### src/hw/rtl/kmc_pkg.sv
`timescale 1ns / 1ps
// Package for the key matrix two-key combo match unit.
// Holds the request and result structs, register map and status codes.
// No dependencies.
package kmc_pkg;

    localparam int ROW_LINES_DEF  = 8;
    localparam int COL_LINES_DEF  = 8;
    localparam int MAX_COMBOS_DEF = 5;
    localparam int PAIR_REGS      = 5;

    localparam int APB_ADDR_W = 5;
    localparam int APB_DATA_W = 32;

    localparam logic [2:0] REG_SCAN_BY_COLUMNS = 3'd0;
    localparam logic [2:0] REG_COMBO_COUNT     = 3'd1;
    localparam logic [2:0] REG_COMBO_PAIR_0    = 3'd2;
    localparam logic [2:0] REG_COMBO_PAIR_1    = 3'd3;
    localparam logic [2:0] REG_COMBO_PAIR_2    = 3'd4;
    localparam logic [2:0] REG_COMBO_PAIR_3    = 3'd5;
    localparam logic [2:0] REG_COMBO_PAIR_4    = 3'd6;

    typedef enum logic [1:0] {
        STATUS_MATCH    = 2'd0,
        STATUS_COUNT    = 2'd1,
        STATUS_NO_MATCH = 2'd2
    } kmc_status_t;

    typedef struct packed {
        logic [2:0] line_index;
        logic [7:0] line_bits;
        logic       last_line;
    } kmc_req_t;

    typedef struct packed {
        kmc_status_t status;
        logic [2:0]  combo_index;
        logic [1:0]  pressed_count;
    } kmc_result_t;

    typedef struct packed {
        logic [1:0] total;
        logic [5:0] first_id;
        logic [5:0] second_id;
    } kmc_snap_t;

endpackage

### src/hw/rtl/kmc_accum.sv
`timescale 1ns / 1ps
// Scan accumulator: counts pressed keys per scan and keeps the first two key ids.
// Hands a snapshot to the match stage on the last line. Depends on kmc_pkg.
module kmc_accum
    import kmc_pkg::*;
#(
    parameter int ROW_LINES = ROW_LINES_DEF,
    parameter int COL_LINES = COL_LINES_DEF
)
(
    input  logic      clk,
    input  logic      rst_n,
    input  logic      scan_by_columns,
    input  logic      line_valid,
    output logic      line_stall,
    input  kmc_req_t  line_req,
    output logic      snap_valid,
    output kmc_snap_t snap,
    input  logic      snap_take
);

    logic       snap_valid_reg, snap_valid_next;
    kmc_snap_t  snap_reg;
    logic [1:0] total_reg, total_next;
    logic [5:0] first_reg, first_next;
    logic [5:0] second_reg, second_next;

    logic       accept;
    logic       line_ok;
    logic [7:0] bits_masked;
    logic [2:0] bit0, bit1;
    logic       found0, found1;
    logic [1:0] cnt;
    logic [2:0] tsum;
    logic [5:0] id0, id1;

    assign line_stall = snap_valid_reg && !snap_take;
    assign accept     = line_valid && !line_stall;
    assign snap_valid = snap_valid_reg;
    assign snap       = snap_reg;

    always_comb
    begin
        if (scan_by_columns)
        begin
            line_ok = ({1'b0, line_req.line_index} < 4'(COL_LINES));
        end
        else
        begin
            line_ok = ({1'b0, line_req.line_index} < 4'(ROW_LINES));
        end
        for (int i = 0; i < 8; i++)
        begin
            bits_masked[i] = line_ok && line_req.line_bits[i] &&
                             (scan_by_columns ? (i < ROW_LINES) : (i < COL_LINES));
        end
    end

    always_comb
    begin
        bit0   = 3'd0;
        bit1   = 3'd0;
        found0 = 1'b0;
        found1 = 1'b0;
        cnt    = 2'd0;
        for (int i = 0; i < 8; i++)
        begin
            if (bits_masked[i])
            begin
                if (!found0)
                begin
                    bit0   = 3'(i);
                    found0 = 1'b1;
                end
                else if (!found1)
                begin
                    bit1   = 3'(i);
                    found1 = 1'b1;
                end
                if (cnt != 2'd3)
                begin
                    cnt = cnt + 2'd1;
                end
            end
        end
    end

    always_comb
    begin
        if (scan_by_columns)
        begin
            id0 = {line_req.line_index, bit0};
            id1 = {line_req.line_index, bit1};
        end
        else
        begin
            id0 = {bit0, line_req.line_index};
            id1 = {bit1, line_req.line_index};
        end

        tsum        = {1'b0, total_reg} + {1'b0, cnt};
        total_next  = (tsum > 3'd3) ? 2'd3 : tsum[1:0];
        first_next  = first_reg;
        second_next = second_reg;
        if (total_reg == 2'd0 && cnt != 2'd0)
        begin
            first_next = id0;
        end
        if (total_reg == 2'd0 && cnt >= 2'd2)
        begin
            second_next = id1;
        end
        else if (total_reg == 2'd1 && cnt != 2'd0)
        begin
            second_next = id0;
        end

        snap_valid_next = (accept && line_req.last_line) || (snap_valid_reg && !snap_take);
    end

    always_ff @(posedge clk or negedge rst_n)
    begin
        if (!rst_n)
        begin
            total_reg      <= 2'd0;
            first_reg      <= 6'd0;
            second_reg     <= 6'd0;
            snap_valid_reg <= 1'b0;
        end
        else
        begin
            snap_valid_reg <= snap_valid_next;
            if (accept)
            begin
                if (line_req.last_line)
                begin
                    total_reg  <= 2'd0;
                    first_reg  <= 6'd0;
                    second_reg <= 6'd0;
                end
                else
                begin
                    total_reg  <= total_next;
                    first_reg  <= first_next;
                    second_reg <= second_next;
                end
            end
        end
    end

    always_ff @(posedge clk)
    begin
        if (accept && line_req.last_line)
        begin
            snap_reg.total     <= total_next;
            snap_reg.first_id  <= first_next;
            snap_reg.second_id <= second_next;
        end
    end

endmodule

### src/hw/rtl/kmc_pair_lane.sv
`timescale 1ns / 1ps
// One combo lane: compares a configured unordered key pair against the captured pair.
// Depends on kmc_pkg.
module kmc_pair_lane
    import kmc_pkg::*;
(
    input  logic        enable,
    input  logic [11:0] pair,
    input  kmc_snap_t   snap,
    output logic        hit
);

    logic [5:0] key_a;
    logic [5:0] key_b;

    assign key_a = pair[11:6];
    assign key_b = pair[5:0];

    assign hit = enable &&
                 ((key_a == snap.first_id && key_b == snap.second_id) ||
                  (key_a == snap.second_id && key_b == snap.first_id));

endmodule

### src/hw/rtl/kmc_merge.sv
`timescale 1ns / 1ps
// Merge stage: picks the lowest hitting lane, builds the result and holds it
// in the output register. Depends on kmc_pkg.
module kmc_merge
    import kmc_pkg::*;
#(
    parameter int MAX_COMBOS = MAX_COMBOS_DEF
)
(
    input  logic                  clk,
    input  logic                  rst_n,
    input  logic                  snap_valid,
    input  kmc_snap_t             snap,
    input  logic [MAX_COMBOS-1:0] hits,
    output logic                  snap_take,
    output logic                  result_valid,
    input  logic                  result_stall,
    output kmc_result_t           result
);

    logic        out_valid_reg, out_valid_next;
    kmc_result_t out_reg, out_next;
    logic [2:0]  hit_index;

    assign snap_take    = snap_valid && (!out_valid_reg || !result_stall);
    assign result_valid = out_valid_reg;
    assign result       = out_reg;

    always_comb
    begin
        hit_index = 3'd0;
        for (int i = MAX_COMBOS - 1; i >= 0; i--)
        begin
            if (hits[i])
            begin
                hit_index = 3'(i);
            end
        end

        out_next.pressed_count = snap.total;
        out_next.combo_index   = 3'd0;
        if (snap.total != 2'd2)
        begin
            out_next.status = STATUS_COUNT;
        end
        else if (|hits)
        begin
            out_next.status      = STATUS_MATCH;
            out_next.combo_index = hit_index;
        end
        else
        begin
            out_next.status = STATUS_NO_MATCH;
        end

        out_valid_next = snap_take || (out_valid_reg && result_stall);
    end

    always_ff @(posedge clk or negedge rst_n)
    begin
        if (!rst_n)
        begin
            out_valid_reg <= 1'b0;
        end
        else
        begin
            out_valid_reg <= out_valid_next;
        end
    end

    always_ff @(posedge clk)
    begin
        if (snap_take)
        begin
            out_reg <= out_next;
        end
    end

endmodule

### src/hw/rtl/key_matrix_two_key_combo_match_unit.sv
`timescale 1ns / 1ps
// Top level of the key matrix two-key combo match unit: register file,
// scan accumulator, combo lanes and merge stage. Depends on kmc_pkg.
//
//   Channel   Direction  Handshake                 Payload
//   line      in         line_valid / line_stall   line_req (kmc_req_t)
//   result    out        result_valid / result_stall result (kmc_result_t)
//   config    in         APB psel / penable        paddr, pwdata, prdata
//
// One line request is taken every cycle while line_stall is low. A last-line request
// is registered in the accumulator snapshot, then in the merge output register.
// Reset clears the scan state, the pipeline valids and the configuration registers.
// A stalled result holds in the output register; the next last-line request
// then waits as the accumulator snapshot, and while it waits every line request stalls.
module key_matrix_two_key_combo_match_unit
    import kmc_pkg::*;
#(
    parameter int ROW_LINES  = ROW_LINES_DEF,
    parameter int COL_LINES  = COL_LINES_DEF,
    parameter int MAX_COMBOS = MAX_COMBOS_DEF
)
(
    input  logic                  clk,
    input  logic                  rst_n,
    input  logic                  psel,
    input  logic                  penable,
    input  logic                  pwrite,
    input  logic [APB_ADDR_W-1:0] paddr,
    input  logic [APB_DATA_W-1:0] pwdata,
    output logic [APB_DATA_W-1:0] prdata,
    output logic                  pready,
    input  logic                  line_valid,
    output logic                  line_stall,
    input  kmc_req_t              line_req,
    output logic                  result_valid,
    input  logic                  result_stall,
    output kmc_result_t           result
);

    logic        scan_by_columns_reg;
    logic [2:0]  combo_count_reg;
    logic [11:0] combo_pair_reg [PAIR_REGS];

    logic                  cfg_write;
    logic [2:0]            cfg_index;
    logic                  snap_valid;
    kmc_snap_t             snap;
    logic                  snap_take;
    logic [MAX_COMBOS-1:0] hits;

    assign pready    = 1'b1;
    assign cfg_write = psel && penable && pwrite;
    assign cfg_index = paddr[4:2];

    always_ff @(posedge clk or negedge rst_n)
    begin
        if (!rst_n)
        begin
            scan_by_columns_reg <= 1'b0;
            combo_count_reg     <= 3'd0;
            for (int i = 0; i < PAIR_REGS; i++)
            begin
                combo_pair_reg[i] <= 12'd0;
            end
        end
        else if (cfg_write)
        begin
            case (cfg_index)
                REG_SCAN_BY_COLUMNS: scan_by_columns_reg <= pwdata[0];
                REG_COMBO_COUNT:     combo_count_reg     <= pwdata[2:0];
                REG_COMBO_PAIR_0:    combo_pair_reg[0]   <= pwdata[11:0];
                REG_COMBO_PAIR_1:    combo_pair_reg[1]   <= pwdata[11:0];
                REG_COMBO_PAIR_2:    combo_pair_reg[2]   <= pwdata[11:0];
                REG_COMBO_PAIR_3:    combo_pair_reg[3]   <= pwdata[11:0];
                REG_COMBO_PAIR_4:    combo_pair_reg[4]   <= pwdata[11:0];
                default:             ;
            endcase
        end
    end

    always_comb
    begin
        case (cfg_index)
            REG_SCAN_BY_COLUMNS: prdata = {31'd0, scan_by_columns_reg};
            REG_COMBO_COUNT:     prdata = {29'd0, combo_count_reg};
            REG_COMBO_PAIR_0:    prdata = {20'd0, combo_pair_reg[0]};
            REG_COMBO_PAIR_1:    prdata = {20'd0, combo_pair_reg[1]};
            REG_COMBO_PAIR_2:    prdata = {20'd0, combo_pair_reg[2]};
            REG_COMBO_PAIR_3:    prdata = {20'd0, combo_pair_reg[3]};
            REG_COMBO_PAIR_4:    prdata = {20'd0, combo_pair_reg[4]};
            default:             prdata = '0;
        endcase
    end

    kmc_accum #(
        .ROW_LINES (ROW_LINES),
        .COL_LINES (COL_LINES)
    ) u_accum (
        .clk             (clk),
        .rst_n           (rst_n),
        .scan_by_columns (scan_by_columns_reg),
        .line_valid      (line_valid),
        .line_stall      (line_stall),
        .line_req        (line_req),
        .snap_valid      (snap_valid),
        .snap            (snap),
        .snap_take       (snap_take)
    );

    for (genvar g = 0; g < MAX_COMBOS; g++)
    begin : g_lane
        kmc_pair_lane u_lane (
            .enable (combo_count_reg > 3'(g)),
            .pair   (combo_pair_reg[g]),
            .snap   (snap),
            .hit    (hits[g])
        );
    end

    kmc_merge #(
        .MAX_COMBOS (MAX_COMBOS)
    ) u_merge (
        .clk          (clk),
        .rst_n        (rst_n),
        .snap_valid   (snap_valid),
        .snap         (snap),
        .hits         (hits),
        .snap_take    (snap_take),
        .result_valid (result_valid),
        .result_stall (result_stall),
        .result       (result)
    );

endmodule

### config.mk
export PLATFORM = sky130hd
export DESIGN_NAME = key_matrix_two_key_combo_match_unit
export DESIGN_NICKNAME = d
export VERILOG_FILES = /design/src/hw/rtl/kmc_pkg.sv /design/src/hw/rtl/kmc_accum.sv /design/src/hw/rtl/kmc_pair_lane.sv /design/src/hw/rtl/kmc_merge.sv /design/src/hw/rtl/key_matrix_two_key_combo_match_unit.sv
export SDC_FILE = /design/constraint.sdc
export NUM_CORES = 1
export LEC_CHECK = 0
export ABC_AREA = 1
export BUFFER_PORTS_ARGS = -buffer_cell sky130_fd_sc_hd__buf_2
export CORE_MARGIN = 4
export CORE_UTILIZATION = 40
export CTS_CLUSTER_DIAMETER = 50
export DETAILED_ROUTE_END_ITERATION = 7
export HOLD_SLACK_MARGIN = 0.05
export PLACE_DENSITY_LB_ADDON = 0.08
export REMOVE_ABC_BUFFERS = 1
export SLEW_MARGIN = 20
export SYNTH_ARGS = -nofsm -noshare
export SYNTH_HDL_FRONTEND = slang
export SYNTH_SLANG_ARGS = --single-unit
### constraint.sdc
create_clock -name clk -period 2.07 [get_ports clk]
set_input_delay 0.621 -clock clk [delete_from_list [all_inputs] [get_ports clk]]
set_output_delay 0.621 -clock clk [all_outputs]
set_load 0.03 [all_outputs]
==> results of run 1 <==
-- path summary, 6_finish.rpt --
| check | endpoint | slack [ns] | depth (start not counted) |
|---|---|---|---|
| max | u_accum.snap[13]$_DFFE_PP_ | -0.69 | 19 |
| min | combo_pair_reg[34]$_DFFE_PN0P_ | 0.21 | 1 |
| max reg2reg | u_merge.result[4]$_SDFFCE_PP0P_ | -0.04 | 13 |
| min reg2reg | u_merge.result_valid$_DFF_PN0_ | 0.48 | 2 |
| max in group asynchronous | combo_pair_reg[45]$_DFFE_PN0P_ | 1.30 | 2 |
| min in group clk | u_merge.result_valid$_DFF_PN0_ | 0.48 | 2 |
-- logic make-up after synthesis --
logic type                 count (synthesis)
and+or+nand+nor                          339
buffers and inverters                    148
AOI/OAI and AO/OA                        147
xor gates and xnor gates                 110
DFF                                      101
adders and majority gates                  7
other                                      2
-- placed cells by master, fill, tap and decap left out, types with 6 or more instances in the layout --
cell type | synthesis | layout
a21oi_1 | 12 | 9
a221oi_4 | 0 | 7
and2_1 | 6 | 6
buf_12 | 0 | 11
buf_2 | 12 | 36
buf_4 | 21 | 106
buf_6 | 0 | 23
clkbuf_16 | 0 | 9
conb_1 | 2 | 21
dfrtp_1 | 80 | 80
edfxtp_1 | 21 | 21
inv_1 | 93 | 87
nand2_1 | 198 | 175
nand2_2 | 2 | 21
nand3_1 | 40 | 34
nand4_1 | 22 | 22
nor2_1 | 47 | 42
nor3_1 | 13 | 7
o21ai_0 | 92 | 75
o21ai_1 | 2 | 13
o21ai_2 | 2 | 6
o22ai_4 | 0 | 8
xnor2_1 | 55 | 54
xor2_1 | 55 | 54
-- where the power goes --
part | switching [mW] | total [mW] | leakage [nW] | internal (mW)
clock | 0.893 | 1.74 | 0.142 | 0.852
combinational | 1.55 | 2.78 | 2.88 | 1.23
sequential | 0.452 | 2.87 | 1.18 | 2.42
-- worst max-delay path, stage by stage --
cell	delay (ns)
buf_8	0.08
inv_6	0.03
ha_4	0.25
nand2_4	0.09
inv_4	0.04
nor2_4	0.12
nand3_2	0.09
nand2_1	0.11
nand2_2	0.07
nand4_1	0.13
nand2_2	0.08
nand2_1	0.10
nand3_1	0.09
o21ai_2	0.12
inv_1	0.05
ha_2	0.18
fa_2	0.44
nor2_2	0.13
inv_1	0.05
-- per-layer routing --
| metal | vias up | GRT usage, % | share of wire (%) |
|---|---|---|---|
| met2 | 170 | 40.3 | 52 |
| met5 | - | 0 | 0 |
| met1 | 3028 | 28.7 | 42 |
| met3 | 36 | 4.08 | 4.4 |
| li1 | 3065 | - | - |
| met4 | 0 | 7.15 | 2.3 |
-- through the flow --
stage | total power, mW | cells | setup slack [ns]
2_1_floorplan | 4.29 | 821 | -0.961
3_3_place_gp | 5.11 | 1188 | -1.16
3_5_place_dp | 5.17 | 1188 | -1.28
4_1_cts | 7.24 | 1220 | -0.657
5_1_grt | 7.85 | 1232 | -0.847
6_report | 7.40 | 1232 | -0.692
-- cell type report --
type | count | area, um^2 | share of cell area [%]
Sequential cell | 101 | 2630 | 28.7
Clock inverter | 7 | 67.6 | 0.737
Tap cell | 216 | 270 | 2.95
Inverter | 96 | 385 | 4.20
Multi-Input combinational cell | 624 | 4080 | 44.5
Clock buffer | 9 | 225 | 2.46
Timing Repair Buffer | 179 | 1510 | 16.5
-- repair_timing --
item | in CTS | in global routing
cloned | 4 | 0
resized for setup | 150 | 61
setup buffers | 12 | 13
setup endpoints to repair | 44 | 44
pin swaps | 28 | 39
==> results.cfg, run 1 <==
[pwr]
powerDensity_nw_per_um2 = 807
ir_drop_v = 0.000475
leakage_nw = 4.20

[placement]
io_buffers = 54
place_hpwl_um = 15000
gp_congestion = 0.879
placed_area_um2 = 7800

[worst_setup_path]
worstPathMaxFanout = 3
arrival_ns = 2.89
r2r_start = u_accum.snap[5]$_DFFE_PP_
critPathLaunch = line_req[2]
start_kind = input pin
path_class = in2reg
crit_required_ns = 2.20
endpoint_kind = register

[clocking]
clk_latency_ns = 0.37
hold_buffers = 0
clkTransAtPathRegs_ns = 0.08
cts_tree = done
cts_made_buffers = 9
h-tree-depth = 3
cts_root_buf = clkbuf_16
cts_max_path_buffers = 2
clkSinkCount = 101

[synthesis]
synth_edf_count = 21
ys.warnings.count = 0
postSynth.asyncResetShare_pct = 79.2
synthCells = 854
postSynthAreaPerCell_um2 = 7.80
synth_mux_area_share_pct = 0
synthTopCellsByCount = nand2_1, inv_1, o21ai_0
yosys.area.top_type = dfrtp_1
synth-simple-area-share_pct = 22.0
synthesis.area_um2 = 6670
yosys-top-cells-area = dfrtp_1, nand2_1, edfxtp_1, xnor2_1, xor2_1
post-synth-top-count-cell = nand2_1
synth_compound_area_share_pct = 12.6
synth_ff_type = dfrtp_1
ys_types = 42
ys_seq_elements = 101
synth_xor_area_share_pct = 14.5
synth_top_family_by_area = simple AND/OR/NAND/NOR gates
synth_seq_area_share_pct = 39.5
synth_fa_ha_area_share_pct = 1.43
synth.top_cell.area_share_pct = 30.0

[global_routing]
grt_pass1_wl_um = 33300
track_usage_pct = 23.0
grt_overflow = 0
antenna_found_initial = 0
grt_max_degree = 35
grt_pass1_vias = 6300

[final_layout]
drive_gt1_share_pct = 29.4
num-nets-final = 1074
fill_cells = 1481
design_area_um2 = 9170
final_util_pct = 56.9
antennaDiodeCount = 0
syn_to_final_growth_pct = 37.6
largest_reg_flops = 60

[sta]
rsz0062_at_grt = true
relSlewSlack_pct = 65.6
hold_slack_ns = 0.211
setup_violations = 42
fmax_mhz = 362
period_needed_ns = 2.76
worst_slew_pin_slew_ns = 0.516
fin_skew_ns = 0.0103
final.setup.worst_slack_ns = -0.692
hold_violations = 0
post-route-period-util_pct = 133
tns_ns = -11.81
finalMaxSlewViolations = 0

[status]
failed_checks = setup timing
status = finished with violations

[worst_hold_path]
hp-class = in2async

[detailed_routing]
num_vias = 6299
vias_per_cell = 5.11
drtIter0Drc = 388
firstDrtPassIters = 5
wirelength_um = 21000
detail-route-antenna-nets = 0
drc = 0
wl_per_cell_um = 17.0

[floorplan]
die-area_um2 = 18800
coreArea_um2 = 16100
num_rows = 46
die_w_um = 137
start_util_pct = 41.4
boundaryPins = 98
die_h_um = 137

[flow_run]
cap_viol_max_count = 0
(Power assumes the default switching activity.)
==> run 2, diff against run 1 <==
REMOVE_ABC_BUFFERS = unset   (was 1)
==> results.cfg, run 2 (synthesized netlist as in run 1, its figures left out) <==
[sta]
rsz0062_at_grt = true
relSlewSlack_pct = 64.1
setup_violations = 42
fmax_mhz = 372
hold_slack_ns = 0.297
worst_slew_pin_slew_ns = 0.537
post-route-period-util_pct = 130
final.setup.worst_slack_ns = -0.619
finalMaxSlewViolations = 0
period_needed_ns = 2.69
hold_violations = 0
fin_skew_ns = 0.0101

[placement]
place_inst = 1211
gp_congestion = 0.927
place_hpwl_um = 15700
io_buffers = 54

[worst_setup_path]
start_kind = input pin
path_class = in2reg
worstPathMaxFanout = 3
endpoint_kind = register
arrival_ns = 2.81
crit_required_ns = 2.19

[detailed_routing]
detail-route-antenna-nets = 0
vias_per_cell = 5.04
drc = 0
wl_per_cell_um = 16.8
firstDrtPassIters = 5
num_vias = 6324
drtIter0Drc = 433
wirelength_um = 21100

[clocking]
clkTransAtPathRegs_ns = 0.08
cts_max_path_buffers = 2
hold_buffers = 0
clkSinkCount = 101
h-tree-depth = 3
clk_latency_ns = 0.36
cts_root_buf = clkbuf_16
cts_tree = done
cts_made_buffers = 9

[final_layout]
drive_gt1_share_pct = 33.9
fill_cells = 1448
seq_area_um2 = 2630
antennaDiodeCount = 0
final_util_pct = 58.8
multi_input_area_um2 = 4180
final_common_cell = nand2_1
fin_cells = 1254
num-nets-final = 1096
syn_to_final_growth_pct = 42.1
largest_reg_flops = 60
layout_common_cells = nand2_1, buf_4, inv_1, dfrtp_1, o21ai_0

[status]
status = finished with violations
failed_checks = setup timing

[floorplan]
die-area_um2 = 18800
boundaryPins = 98
start_util_pct = 41.4
num_rows = 46
coreArea_um2 = 16100
die_w_um = 137
die_h_um = 137

[pwr]
ir_drop_v = 0.000402
p_switching_mw = 2.92
p_clk_share_pct = 21.9
p_seq_share_pct = 38.6
leakage_nw = 4.35
powerDensity_nw_per_um2 = 792
pwr-share-comb_pct = 39.5
internal-power_mw = 4.59
switching_share_pct = 38.9

[global_routing]
grt_overflow = 0
grt_max_degree = 81
track_usage_pct = 23.2
grt_pass1_wl_um = 33200
grt_pass1_vias = 6370
antenna_found_initial = 0

[worst_hold_path]
hp-class = in2async

[flow_run]
cap_viol_max_count = 0
-- run 2: per-layer routing --
| layer | track usage (%) | wire length (um) | up-vias |
|---|---|---|---|
| met4 | 6.15 | 457 | 0 |
| met5 | 0 | 0 | - |
| met2 | 41.1 | 10600 | 160 |
| met3 | 4.49 | 888 | 36 |
| met1 | 28.7 | 9060 | 3018 |
| li1 | - | - | 3110 |
-- run 2: area by class of cell --
class / instances / area share, %
inverter: 96 / 4.15
tap: 216 / 2.85
clock inverter: 7 / 0.608
timing repair buffer: 201 / 18.1
sequential: 101 / 27.8
multi-input combinational: 624 / 44.1
clock buffer: 9 / 2.38
-- run 2: critical path, stage by stage --
cell	delay [ns]
buf_8	0.09
inv_6	0.03
ha_4	0.30
nand2_4	0.06
inv_2	0.07
nor2_4	0.04
nand2_2	0.08
nand2_2	0.06
o21ai_2	0.16
nand2_1	0.09
nand2_2	0.09
inv_1	0.04
o21ai_1	0.10
nand2_1	0.06
o21ai_1	0.07
inv_1	0.06
ha_2	0.18
fa_2	0.44
nor2_2	0.11
inv_1	0.04
-- run 2: through the flow --
stage / total power, mW / TNS, ns / setup WS (ns) / cell area (um^2)
floorplan: 4.45 / -6.19 / -0.778 / 6980
global placement: 5.31 / -25.77 / -1.11 / 8180
detailed placement: 5.37 / -27.64 / -1.18 / 8180
CTS: 7.38 / -13.68 / -0.597 / 9160
global route: 7.96 / -20.33 / -0.780 / 9470
finish: 7.51 / -16.20 / -0.619 / 9470
-- run 2: final timing paths --
check                      slack (ns)  cells past startpoint                           endpoint                         start
setup reg to reg                -0.05                     12    u_merge.result[4]$_SDFFCE_PP0P_     u_accum.snap[6]$_DFFE_PP_
min in group clk                 0.47                      2     u_merge.result_valid$_DFF_PN0_  u_accum.snap_valid$_DFF_PN0_
hold reg to reg                  0.47                      2     u_merge.result_valid$_DFF_PN0_  u_accum.snap_valid$_DFF_PN0_
max in group asynchronous        1.42                      2  u_accum.second_reg[5]$_DFFE_PN0P_                         rst_n
setup / recovery                -0.62                     20         u_accum.snap[13]$_DFFE_PP_                   line_req[1]
hold / removal                   0.30                      2     combo_pair_reg[20]$_DFFE_PN0P_                         rst_n
-- run 2: power by group through the flow --
stage	combinational [mW]	sequential (mW)	clock [mW]
after floorplan	1.67	2.79	0
after global placement	2.42	2.89	0
after detailed placement	2.47	2.90	0
after CTS	2.80	2.89	1.69
after global routing	3.25	2.95	1.75
final	2.97	2.90	1.64
-- run 2: repair_timing --
action / in CTS / in global routing
pin swaps: 34 / 24
buffers inserted: 14 / 18
endpoints found under the setup margin: 44 / 44
gates resized for setup: 148 / 50
